<file path="src/lca_pkg.sv">
// ---------------------------------------------------------------------------
// lca_pkg: shared types and constants for the lowest common ancestor walk
// Item formats, operation codes, controller states and the command and
// status bundles between the controller and the datapath.
// ---------------------------------------------------------------------------
package lca_pkg;

    localparam int ID_W    = 10;
    localparam int ENTRY_W = ID_W + 1;   // has-parent flag over parent id

    // operation codes of the op field
    localparam logic [1:0] OP_CLEAR = 2'd0;
    localparam logic [1:0] OP_EDGE  = 2'd1;
    localparam logic [1:0] OP_QUERY = 2'd2;

    typedef struct packed {
        logic [1:0]      op;
        logic [ID_W-1:0] parent_node;
        logic [ID_W-1:0] child_node;
        logic [ID_W-1:0] node_a;
        logic [ID_W-1:0] node_b;
    } s_item_t;

    typedef struct packed {
        logic [ID_W-1:0] ancestor;
        logic            found;
        logic            walk_error;
    } m_item_t;

    typedef enum logic [2:0] {
        ST_CLEAR,
        ST_IDLE,
        ST_WALK,
        ST_LIFT_LOAD,
        ST_LIFT,
        ST_JOIN,
        ST_OUT
    } state_t;

    // per-lane commands
    typedef struct packed {
        logic load;
        logic walk;
        logic step;
    } lane_cmd_t;

    typedef struct packed {
        logic done;
        logic err;
    } lane_stat_t;

    // controller -> datapath
    typedef struct packed {
        logic clr_start;
        logic clr_write;
        logic edge_write;
        logic query_load;
        logic walk;
        logic lift_load;
        logic lift_step;
        logic join_step;
        logic out_load;
    } dp_cmd_t;

    // datapath -> controller
    typedef struct packed {
        logic clr_last;
        logic walk_done;
        logic walk_fail;
        logic lift_done;
        logic meet;
    } dp_stat_t;

endpackage

</file>
<file path="src/lca_ctrl.sv">
// ---------------------------------------------------------------------------
// lca_ctrl: sequencer for clear, edge write and ancestor query
// Owns the input ready and the output valid.
// ---------------------------------------------------------------------------
module lca_ctrl
    import lca_pkg::*;
(
    input  logic       aclk,
    input  logic       aresetn,
    input  logic       s_valid,
    input  logic [1:0] s_op,
    output logic       s_ready,
    output logic       m_valid,
    input  logic       m_ready,
    input  dp_stat_t   stat,
    output dp_cmd_t    cmd
);

    state_t state_reg, state_next;
    logic   m_valid_reg, m_valid_next;

    always_ff @(posedge aclk) begin
        if (!aresetn) begin
            state_reg   <= ST_CLEAR;
            m_valid_reg <= 1'b0;
        end else begin
            state_reg   <= state_next;
            m_valid_reg <= m_valid_next;
        end
    end

    always_comb begin
        state_next = state_reg;
        cmd        = '0;
        case (state_reg)
            ST_CLEAR: begin
                cmd.clr_write = 1'b1;
                if (stat.clr_last) begin
                    state_next = ST_IDLE;
                end
            end
            ST_IDLE: begin
                if (s_valid) begin
                    case (s_op)
                        OP_CLEAR: begin
                            cmd.clr_start = 1'b1;
                            state_next    = ST_CLEAR;
                        end
                        OP_EDGE: begin
                            cmd.edge_write = 1'b1;
                        end
                        OP_QUERY: begin
                            cmd.query_load = 1'b1;
                            state_next     = ST_WALK;
                        end
                        default: ;
                    endcase
                end
            end
            ST_WALK: begin
                cmd.walk = 1'b1;
                if (stat.walk_done) begin
                    state_next = stat.walk_fail ? ST_OUT : ST_LIFT_LOAD;
                end
            end
            ST_LIFT_LOAD: begin
                cmd.lift_load = 1'b1;
                state_next    = ST_LIFT;
            end
            ST_LIFT: begin
                if (stat.lift_done) begin
                    state_next = ST_JOIN;
                end else begin
                    cmd.lift_step = 1'b1;
                end
            end
            ST_JOIN: begin
                if (stat.meet) begin
                    state_next = ST_OUT;
                end else begin
                    cmd.join_step = 1'b1;
                end
            end
            ST_OUT: begin
                if (!m_valid_reg || m_ready) begin
                    cmd.out_load = 1'b1;
                    state_next   = ST_IDLE;
                end
            end
            default: begin
                state_next = ST_IDLE;
            end
        endcase
    end

    always_comb begin
        if (cmd.out_load) begin
            m_valid_next = 1'b1;
        end else if (m_ready) begin
            m_valid_next = 1'b0;
        end else begin
            m_valid_next = m_valid_reg;
        end
    end

    assign s_ready = state_reg == ST_IDLE;
    assign m_valid = m_valid_reg;

endmodule

</file>
<file path="config.mk">
export PLATFORM = sky130hd
export DESIGN_NAME = lca_ctrl
export DESIGN_NICKNAME = d
export VERILOG_FILES = /design/src/lca_pkg.sv /design/src/lca_ctrl.sv
export SDC_FILE = /design/constraint.sdc
export NUM_CORES = 1
export LEC_CHECK = 0
export BUFFER_PORTS_ARGS = -buffer_cell sky130_fd_sc_hd__clkbuf_2
export CAP_MARGIN = 15
export CORE_AREA = 3 3 40 42
export DETAILED_ROUTE_END_ITERATION = 10
export DIE_AREA = 0 0 43 45
export PLACE_DENSITY = 0.6
export SLEW_MARGIN = 40
export SYNTH_ARGS = -nofsm -noshare
export SYNTH_HDL_FRONTEND = slang
export SYNTH_SLANG_ARGS = --single-unit
</file>
<file path="constraint.sdc">
create_clock -name aclk -period 1.61 [get_ports aclk]
set_input_delay 0.0805 -clock aclk [delete_from_list [all_inputs] [get_ports aclk]]
set_output_delay 0.0805 -clock aclk [all_outputs]
set_load 0.1 [all_outputs]
</file>
* Yosys cells after proc, flatten, opt, wreduce, memory -nomap -nowiden
Cells that the tools add are included.
Widths: inputs -> output; s select.
** Cells by class
- Div/mod/pow operators :: 0
- Reductions and logical operators :: 6
- Bitwise gates (word level) :: 0
- Multipliers :: 0
- Shift operators :: 0
- Mux-type cells :: 27
- $lt $le $gt $ge :: 0
- Equality and inequality tests :: 15
- $add $sub $neg :: 0
** Operators with widths (count)
- $mux 3 :: 7
- $pmux 3 s7 :: 1
- $mux 1 :: 16
- $ne 2x2->1 const B :: 6
- $eq 3x3->1 const B :: 3
- $reduce_and 7->1 :: 1
- $eq 3x2->1 const B :: 2
- $pmux 3 s2 :: 1
- $mux 2 :: 2
- $eq 3x1->1 const B :: 1
- $logic_not 3->1 :: 1
- $ne 3x1->1 const B :: 1
- $eq 2x1->1 const B :: 1
- $eq 2x2->1 const B :: 1
- $logic_not 2->1 :: 1
- $reduce_bool 2->1 :: 1
- $logic_not 1->1 :: 1
- $logic_or 1x1->1 :: 1
** Word-level totals
- Latch bits :: 0
- Bits of input ports :: 11
- Memories :: 0
- Bits in writable memories :: 0
- Memory bits (read-only) :: 0
- Flip-flop bits (word level) :: 4

* Depth between registers and ports, before layout
Gate-level depths: netlist (run 1).
- Depth after elaboration :: 5
- Mapped depth :: 4
- Depth with buffers taken out :: 3

* Worst setup path before layout (run 1)
Ideal clock, no wire load.
- Kind :: reg2out
- Start :: register state_reg[2]
- End :: output port cmd[8] in the netlist's numbering
- Setup slack :: -2.579 ns
- Cell stages (with the launch flop) :: 5
- Data required time :: 1.529 ns
- Path buffers :: 1
- Arrival :: 4.108 ns
- Cells stage by stage :: dfxtp_1 buf_2 nor3b_2 nand2_1 nor3_1
** RTL lines
- from (decl) :: line lca_ctrl.sv:19 : state_t state_reg, state_next;
- from (signal assigned) :: line lca_ctrl.sv:27 : state_reg <= state_next;
- to (decl) :: line lca_ctrl.sv:16 : output dp_cmd_t cmd

==> results of run 1 <==
-- final cells by class --
cell class	instances	share of cell area (%)
Multi-Input combinational cell	36	45.7
Tap cell	15	2.93
Inverter	3	1.76
Clock buffer	3	3.52
Timing Repair Buffer	22	32.8
Sequential cell	4	13.3
-- cell families (layout without fill, tap and decap cells) --
family | after synthesis | after routing
AOI/OAI and AO/OA | 13 | 13
buffers and inverters | 7 | 28
DFF | 4 | 4
muxes | 1 | 1
and+or+nand+nor | 22 | 22
-- power by group through the flow --
stage	sequential (mW)	combinational, mW	clock [mW]
after floorplan	0.108	0.124	0
after global placement	0.112	0.160	0
after detailed placement	0.112	0.161	0
after CTS	0.110	0.161	0.127
after global routing	0.111	0.170	0.130
final	0.110	0.159	0.118
-- stage by stage --
| step | cells | worst slack [ns] | util (%) |
|---|---|---|---|
| 2_1_floorplan | 47 | -0.956 | - |
| 3_3_place_gp | 80 | 0.253 | 48.1 |
| 3_5_place_dp | 80 | 0.223 | 48.1 |
| 4_1_cts | 83 | 0.0680 | 49.9 |
| 5_1_grt | 83 | 0.00902 | 49.9 |
| 6_report | 83 | 0.0944 | 49.9 |
-- worst min path at each step --
stage / endpoint / slack, ns / cells after the start
6_report: state_reg[1] / 0.09 / 2
5_1_grt: state_reg[1] / 0.09 / 2
4_1_cts: state_reg[1] / 0.08 / 2
3_5_place_dp: state_reg[1] / 0.33 / 2
3_3_place_gp: state_reg[1] / 0.32 / 2
2_1_floorplan: state_reg[1] / 0.21 / 1
-- cells in the mapped netlist, types with 2 or more instances --
cell	n	area [um^2]
nand2b_1	4	25.0
nor3b_2	2	25.0
or3_1	2	12.5
buf_4	2	15.0
buf_2	2	10.0
inv_2	2	7.51
and3_1	2	12.5
nor3_1	3	15.0
nand2_1	2	7.51
a21oi_1	8	40.0
dfxtp_1	4	80.1
nor2_1	3	11.3
-- routing by layer --
metal,GRT usage [%],share of wire (%),up-vias
met3,4.38,7.4,0
met2,21.9,53,13
met1,11.6,39,181
li1,-,-,217
met4,3.61,0,0
met5,0,0,-
==> run metrics, run 1 <==
Setup crit end cmd[6]; layout cell share with drive strength beyond 1 60.3%; adder-cell share of the synthesized area 0%; fin area between 600 and 700 um^2; most common cell after layout, fill and taps aside clkbuf_2; Worst path max stage delay 0.39 ns; synthesis-stage register bit count 4; Clock Sinks 4; Iteration-0 DRC Markers 4; crit-path cells nor3b_4 > nand2_2 > nor3b_4 > buf_12; depth of the worst register-to-register path 3; min cycle time layout 1.52 ns; Mapped Avg Cell Area about 7.4 um^2; Pleak 0.273 nW; sum of net half-perimeters after detailed placement around 810 um; initial antenna violation count 0; Sequential Power Share 28.4%; flop2flop setup slack 0.23 ns; max reg flops 3; YS warnings 0; DIE HEIGHT 45 um; CP Capture Type output port; worst min path class in -> reg; Initial Util around 27%; final wirelength 971 um; final period utilization 94.1%; num rows 13; first-pass GRT wire length 1730 um; WP buf/inv 1; clk buf depth 2; mux cell area share after synthesis 4.30%; vias in the first global route 440; diode count 0; Critical Path Stages 4; Post-synth ARST share 0%; Critical Path Most Common Cell nor3b_4; FF-to-FF End state_reg[1]; Critical Path AT 1.44 ns; Worst Skew 0.000731 ns; sw frac 38.6%; area occupied by registers roughly 85 um^2; Clock power frac 30.5%; CP max-delay cell dfxtp_2; setup TNS 0 ns; total power per unit cell area 605 nW/um^2; post-DR vias/cell 4.95; main combinational cell family by area after synthesis simple AND/OR/NAND/NOR gates; TritonRoute pass-1 iters 4; RSZ-0062 raised after global routing false; CTS tree built; crit path from state_reg[2]; GRT overflow 0; slew margin rel. 64.2%; largest net degree at the start of global routing 15; dominant synthesized flop cell dfxtp_1; Reg clk slew, reported paths 0.03 ns; Max Slew Vio Count 0; Die Width 43 um; fin nets 81; total power between 0.3 and 0.4 mW; most frequent cells in the layout 12 x clkbuf_2, 8 x a21oi_1, 6 x buf_12; Compound-Gate Fraction of Synth Area 23.7%; die area 1940 um^2; CP top delay family simple AND/OR/NAND/NOR gates; crit path launch type register; Detail Route Antenna Nets 0; Final Hold Viols 0; Worst Max-Slew Pin Slew 0.540 ns; hold buffers post-CTS 0; I/O pin cnt 22; xor/xnor share of the synthesized area 0%; WL/cell 11.7 um; Fillers around 130; post-synthesis simple-gate area fraction 38.7%; Post-CTS Setup Inserts 0; Crit Path Class reg -> out; cell count after synthesis 47; core area 1280 um^2; VDD IR max 0.341 mV; Final setup viols 0; internal power 0.238 mW; count of cell types in the netlist 23; hold path startpoint aresetn; Root Driver clkbuf_4; All-Layer GR Usage 11.5%; FMAX 660 MHz; Post-synth EDFFs 0; status complete, no violations; clock insertion delay at the later pin of the skew report 0.23 ns; DRC 0; Inserted Clock Buffers 3; Logic pwr share 41.0%; Post-CTS Resized 0; Syn-to-layout area delta 83.5%; Final Wtd Congestion 0.795; Mapped Area roughly 350 um^2; via count 411; port bufs 21; crit-path max FO 14; dpl cell area ~620 um^2; H-tree depth 1; Crit Reg-Reg Startpoint state_reg[2]; hold slack between 0.09 and 0.1 ns; CP required 1.53 ns; sequential fraction of the synthesis area between 20% and 30%; switching power between 0.1 and 0.15 mW; post-synth net total 58; max-cap check violation count 0; multi-input logic area 293 um^2
Power figures use the tool's default switching activity.
==> inputs of run 2 (changes only) <==
Settings changed: CTS_BUF_LIST set to sky130_fd_sc_hd__clkbuf_2.
==> run 2 against run 1 <==
Effect of this change: final cell count did not move; design area fell by 1.2%; worst hold slack improved by 0.026 ns; fmax rose by 1.5%; first-iteration DRC count rose to 2.5 times the previous value; critical path depth did not move; wire length rose by 2.8%; sequential share of layout area rose by 0.16 points; critical path type unchanged; critical endpoint unchanged; largest cell class unchanged; highest routed layer is now met4.
==> run metrics, run 2 (same netlist as run 1, synthesis figures left out) <==
status complete, no violations; Clock Sinks 4 (unchanged); CP max-delay cell dfxtp_2; Final Wtd Congestion 0.795 (unchanged); fin nets 81 (unchanged); I/O pin cnt 22 (unchanged); first-pass GRT wire length 1770 um (+2.0%); VDD IR max 0.362 mV (+6.1%); Hold Crit Depth 2 (unchanged); Post-CTS Setup Inserts 0 (unchanged); layout cell share with drive strength beyond 1 60.3% (unchanged); clock insertion delay at the later pin of the skew report 0.20 ns (-0.03 ns); crit-path cells nor3b_4 > nand2_2 > nor3b_4 > buf_12; Die Width 43 um (unchanged); CP top delay family simple AND/OR/NAND/NOR gates; initial antenna violation count 0 (unchanged); Worst path max stage delay 0.40 ns (about the same); crit path launch type register; dpl cell area 618 um^2 (unchanged); Final Util 49.3% (-0.58 points); min cycle time layout 1.49 ns (-0.0229 ns); Crit Path Class reg -> out; largest net degree at the start of global routing 15 (unchanged); flop2flop setup slack 0.22 ns (about the same); Final setup viols 0 (unchanged); CTS tree built; sum of net half-perimeters after detailed placement 810 um (unchanged); Root Driver clkbuf_2; hold buffers post-CTS 0 (unchanged); diode count 0 (unchanged); fin area 633 um^2 (-1.2%); max-cap check violation count 0 (unchanged); crit-path max FO 14 (unchanged); internal power 0.205 mW (-14%); TritonRoute pass-1 iters 4 (unchanged); Post-CTS Resized 0 (unchanged); total power per unit cell area 564 nW/um^2 (-6.9%); Inserted Clock Buffers 3 (unchanged); hold path startpoint aresetn; Logic pwr share 44.6% (+3.6 points); post-DR vias/cell 5.05 (+1.9%); CP required 1.53 ns (about the same); DRC 0 (unchanged); Iteration-0 DRC Markers 10 (+6); depth of the worst register-to-register path 3 (unchanged); switching power 0.152 mW (+1.3%); FF-to-FF End state_reg[1]; clk buf depth 2 (unchanged); die area 1940 um^2 (unchanged); Clock power frac 24.5% (-6.0 points); DIE HEIGHT 45 um (unchanged); RSZ-0062 raised after global routing false; num rows 13 (unchanged); Final Hold Viols 0 (unchanged); GRT overflow 0 (unchanged); WL/cell 12.0 um (+2.8%); Pleak 0.271 nW (-0.49%); setup TNS 0 ns (unchanged); Critical Path AT 1.41 ns (-0.03 ns); Critical Path Most Common Cell nor3b_4; max reg flops 3 (unchanged); vias in the first global route 447 (+1.6%); All-Layer GR Usage 11.8% (+0.33 points); Worst Skew 0.000636 ns (-0.0000948 ns); Reg clk slew, reported paths 0.04 ns (about the same); FMAX 670 MHz (+1.5%); sw frac 42.5% (+3.9 points); worst min path class in -> reg; Max Slew Vio Count 0 (unchanged); port bufs 21 (unchanged); via count 419 (+1.9%); Sequential Power Share 30.9% (+2.5 points); Worst Max-Slew Pin Slew 0.540 ns (+0.00000197 ns); Initial Util 27.2% (unchanged); H-tree depth 1 (unchanged); slew margin rel. 64.2% (about the same); final period utilization 92.7% (-1.4 points); Syn-to-layout area delta 81.4%; Hold Path End state_reg[1]; most common cell after layout, fill and taps aside clkbuf_2; most frequent cells in the layout 15 x clkbuf_2, 8 x a21oi_1, 6 x buf_12; core area 1280 um^2 (unchanged); Detail Route Antenna Nets 0 (unchanged); WP buf/inv 1 (unchanged); final wirelength 998 um (+2.8%); CP Capture Type output port; Crit Reg-Reg Startpoint state_reg[2]
==> run 2: worst max path at each step <==
stage,from,end,slack (ns),depth (start not counted)
after floorplan,state_reg[2],cmd[6],-0.96,4
after global placement,state_reg[2],state_reg[1],0.25,3
after detailed placement,state_reg[2],state_reg[1],0.22,3
after CTS,state_reg[2],cmd[6],0.09,4
after global routing,state_reg[2],cmd[6],0.03,4
final,state_reg[2],cmd[6],0.12,4
==> run 2: final cells by class <==
cell class,instances,area [um^2]
Sequential cell,4,85.1
Tap cell,15,18.8
Inverter,3,11.3
Fill cell,135,652
Clock buffer,3,15.0
Multi-Input combinational cell,36,293
Timing Repair Buffer,22,210
==> run 2: metal layers <==
layer | share of wire (%) | routed length (um) | vias up | global-route usage [%]
met3 | 8.2 | 82 | 2 | 4.38
met2 | 53 | 528 | 15 | 22.5
met5 | 0 | 0 | - | 0
li1 | - | - | 216 | -
met1 | 38 | 378 | 186 | 11.4
met4 | 0.80 | 8 | 0 | 5.42
==> run 2: power groups by stage <==
stage	Combinational [mW]	Clock [mW]	Sequential, mW
6_report	0.159	0.0874	0.110
5_1_grt	0.170	0.0961	0.111
4_1_cts	0.161	0.0924	0.110
3_5_place_dp	0.161	0	0.112
3_3_place_gp	0.160	0	0.112
2_1_floorplan	0.124	0	0.108
==> run 2: through the flow <==
stage                     setup WS [ns]  hold slack (ns)  std cells  power (mW)
after global placement            0.253            0.323         80       0.272
after floorplan                  -0.956            0.213         47       0.232
after global routing             0.0319            0.106         83       0.377
final                             0.117            0.121         83       0.357
after detailed placement          0.223            0.329         80       0.272
after CTS                        0.0912            0.108         83       0.363
==> inputs of run 3 (changes only) <==
Settings changed: RECOVER_POWER set to 25.
==> run 3 against run 2 <==
Effect of this change: register-to-register slack about the same; wire length increased by 0.10%; sequential share of layout area fell by 0.17 points; clock-buffer cell count stayed put; sequential power barely moved; utilization is 0.097 points lower; clock power is essentially flat; global-route usage unchanged.
==> run metrics, run 3 (same netlist as run 1, synthesis figures left out) <==
status complete, no violations; diode count 0 (unchanged); hold buffers post-CTS 0 (unchanged); crit-path cells nor3b_4 > nand2_2 > nor3b_4 > buf_12; Iteration-0 DRC Markers 10 (unchanged); sum of net half-perimeters after detailed placement 810 um (unchanged); CTS tree built; crit-path max FO 14 (unchanged); Fillers 136 (+0.74%); Sequential Power Share 30.9% (about the same); FMAX 670 MHz (about the same); Syn-to-layout area delta 81.0%; num rows 13 (unchanged); Root Driver clkbuf_2; post-DR vias/cell 5.04 (-0.24%); Final Wtd Congestion 0.795 (unchanged); Initial Util 27.2% (unchanged); Detail Route Antenna Nets 0 (unchanged); placed instance count 80 (unchanged); Post-CTS Resized 0 (unchanged); Worst Max-Slew Pin Slew 0.540 ns (-0.00000429 ns); CP Capture Type output port; Pleak 0.271 nW (-0.30%); final wirelength 999 um (+0.10%); most frequent cells in the layout 15 x clkbuf_2, 8 x a21oi_1, 6 x buf_12; worst min path class in -> reg; total power 0.357 mW (about the same); Final Hold Viols 0 (unchanged); vias in the first global route 447 (unchanged); setup TNS 0 ns (unchanged); Clock Sinks 4 (unchanged); Die Width 43 um (unchanged); H-tree depth 1 (unchanged); VDD IR max 0.363 mV (+0.26%); first-pass GRT wire length 1770 um (unchanged); CP required 1.53 ns (about the same); WL/cell 12.0 um (+0.10%); CP max-delay cell dfxtp_2; largest net degree at the start of global routing 15 (unchanged); via count 418 (-0.24%); I/O pin cnt 22 (unchanged); All-Layer GR Usage 11.8% (unchanged); TritonRoute pass-1 iters 4 (unchanged); max-cap check violation count 0 (unchanged); Inserted Clock Buffers 3 (unchanged); switching power 0.152 mW (about the same); multi-input logic area 293 um^2 (unchanged); final period utilization 92.7% (about the same); slew margin rel. 64.2% (about the same); final cell count without fillers 83 (unchanged); Final setup viols 0 (unchanged); internal power 0.205 mW (about the same); Logic pwr share 44.6% (about the same); clk buf depth 2 (unchanged); total power per unit cell area 564 nW/um^2 (+0.17%); fin nets 81 (unchanged); area occupied by registers 83.8 um^2 (-1.5%); WP buf/inv 1 (unchanged); port bufs 21 (unchanged); Worst Skew 0.000636 ns (unchanged); Post-CTS Setup Inserts 0 (unchanged); Worst path max stage delay 0.40 ns (about the same); Crit Path Class reg -> out; layout cell share with drive strength beyond 1 57.4% (-2.9 points); core area 1280 um^2 (unchanged); Critical Path Most Common Cell nor3b_4; GRT overflow 0 (unchanged); Clock power frac 24.5% (about the same); DIE HEIGHT 45 um (unchanged); Max Slew Vio Count 0 (unchanged); initial antenna violation count 0 (unchanged); min cycle time layout 1.49 ns (+0.0000420 ns); most common cell after layout, fill and taps aside clkbuf_2; DRC 0 (unchanged); clock insertion delay at the later pin of the skew report 0.20 ns (about the same); Critical Path AT 1.41 ns (about the same); sw frac 42.5% (about the same); max reg flops 3 (unchanged); die area 1940 um^2 (unchanged); RSZ-0062 raised after global routing false; Final Util 49.2% (-0.097 points); crit path launch type register; Reg clk slew, reported paths 0.04 ns (about the same); CP top delay family simple AND/OR/NAND/NOR gates
run 3: worst paths after layout:
| kind | startpoint | end | slack, ns | cells after the start |
|---|---|---|---|---|
| max reg2reg | state_reg[2] | state_reg[1] | 0.22 | 3 |
| min | aresetn | state_reg[1] | 0.12 | 2 |
| min reg2reg | m_valid | m_valid | 0.58 | 2 |
| max | state_reg[2] | cmd[6] | 0.12 | 4 |
run 3: layer usage:
layer,track usage [%],vias up,share of wire (%)
met5,0,-,0
met4,5.42,0,0.80
met3,4.38,2,8.2
met2,22.5,15,53
met1,11.4,186,38
li1,-,215,-
run 3: metrics by stage:
stage / area [um^2] / hold slack [ns] / setup slack, ns
detailed placement: 618 / 0.329 / 0.223
global placement: 618 / 0.323 / 0.253
CTS: 633 / 0.108 / 0.0912
finish: 632 / 0.121 / 0.117
global route: 632 / 0.106 / 0.0320
floorplan: 430 / 0.213 / -0.956
run 3: power groups by stage:
stage / combinational [mW] / clock [mW] / sequential [mW]
after floorplan: 0.124 / 0 / 0.108
after global placement: 0.160 / 0 / 0.112
after detailed placement: 0.161 / 0 / 0.112
after CTS: 0.161 / 0.0924 / 0.110
after global routing: 0.170 / 0.0961 / 0.111
final: 0.159 / 0.0874 / 0.110
run 3: cell type report:
class	count	area share (%)
tap	15	2.97
multi-input combinational	36	46.3
clock buffer	3	2.38
timing repair buffer	22	33.3
inverter	3	1.78
sequential	4	13.3
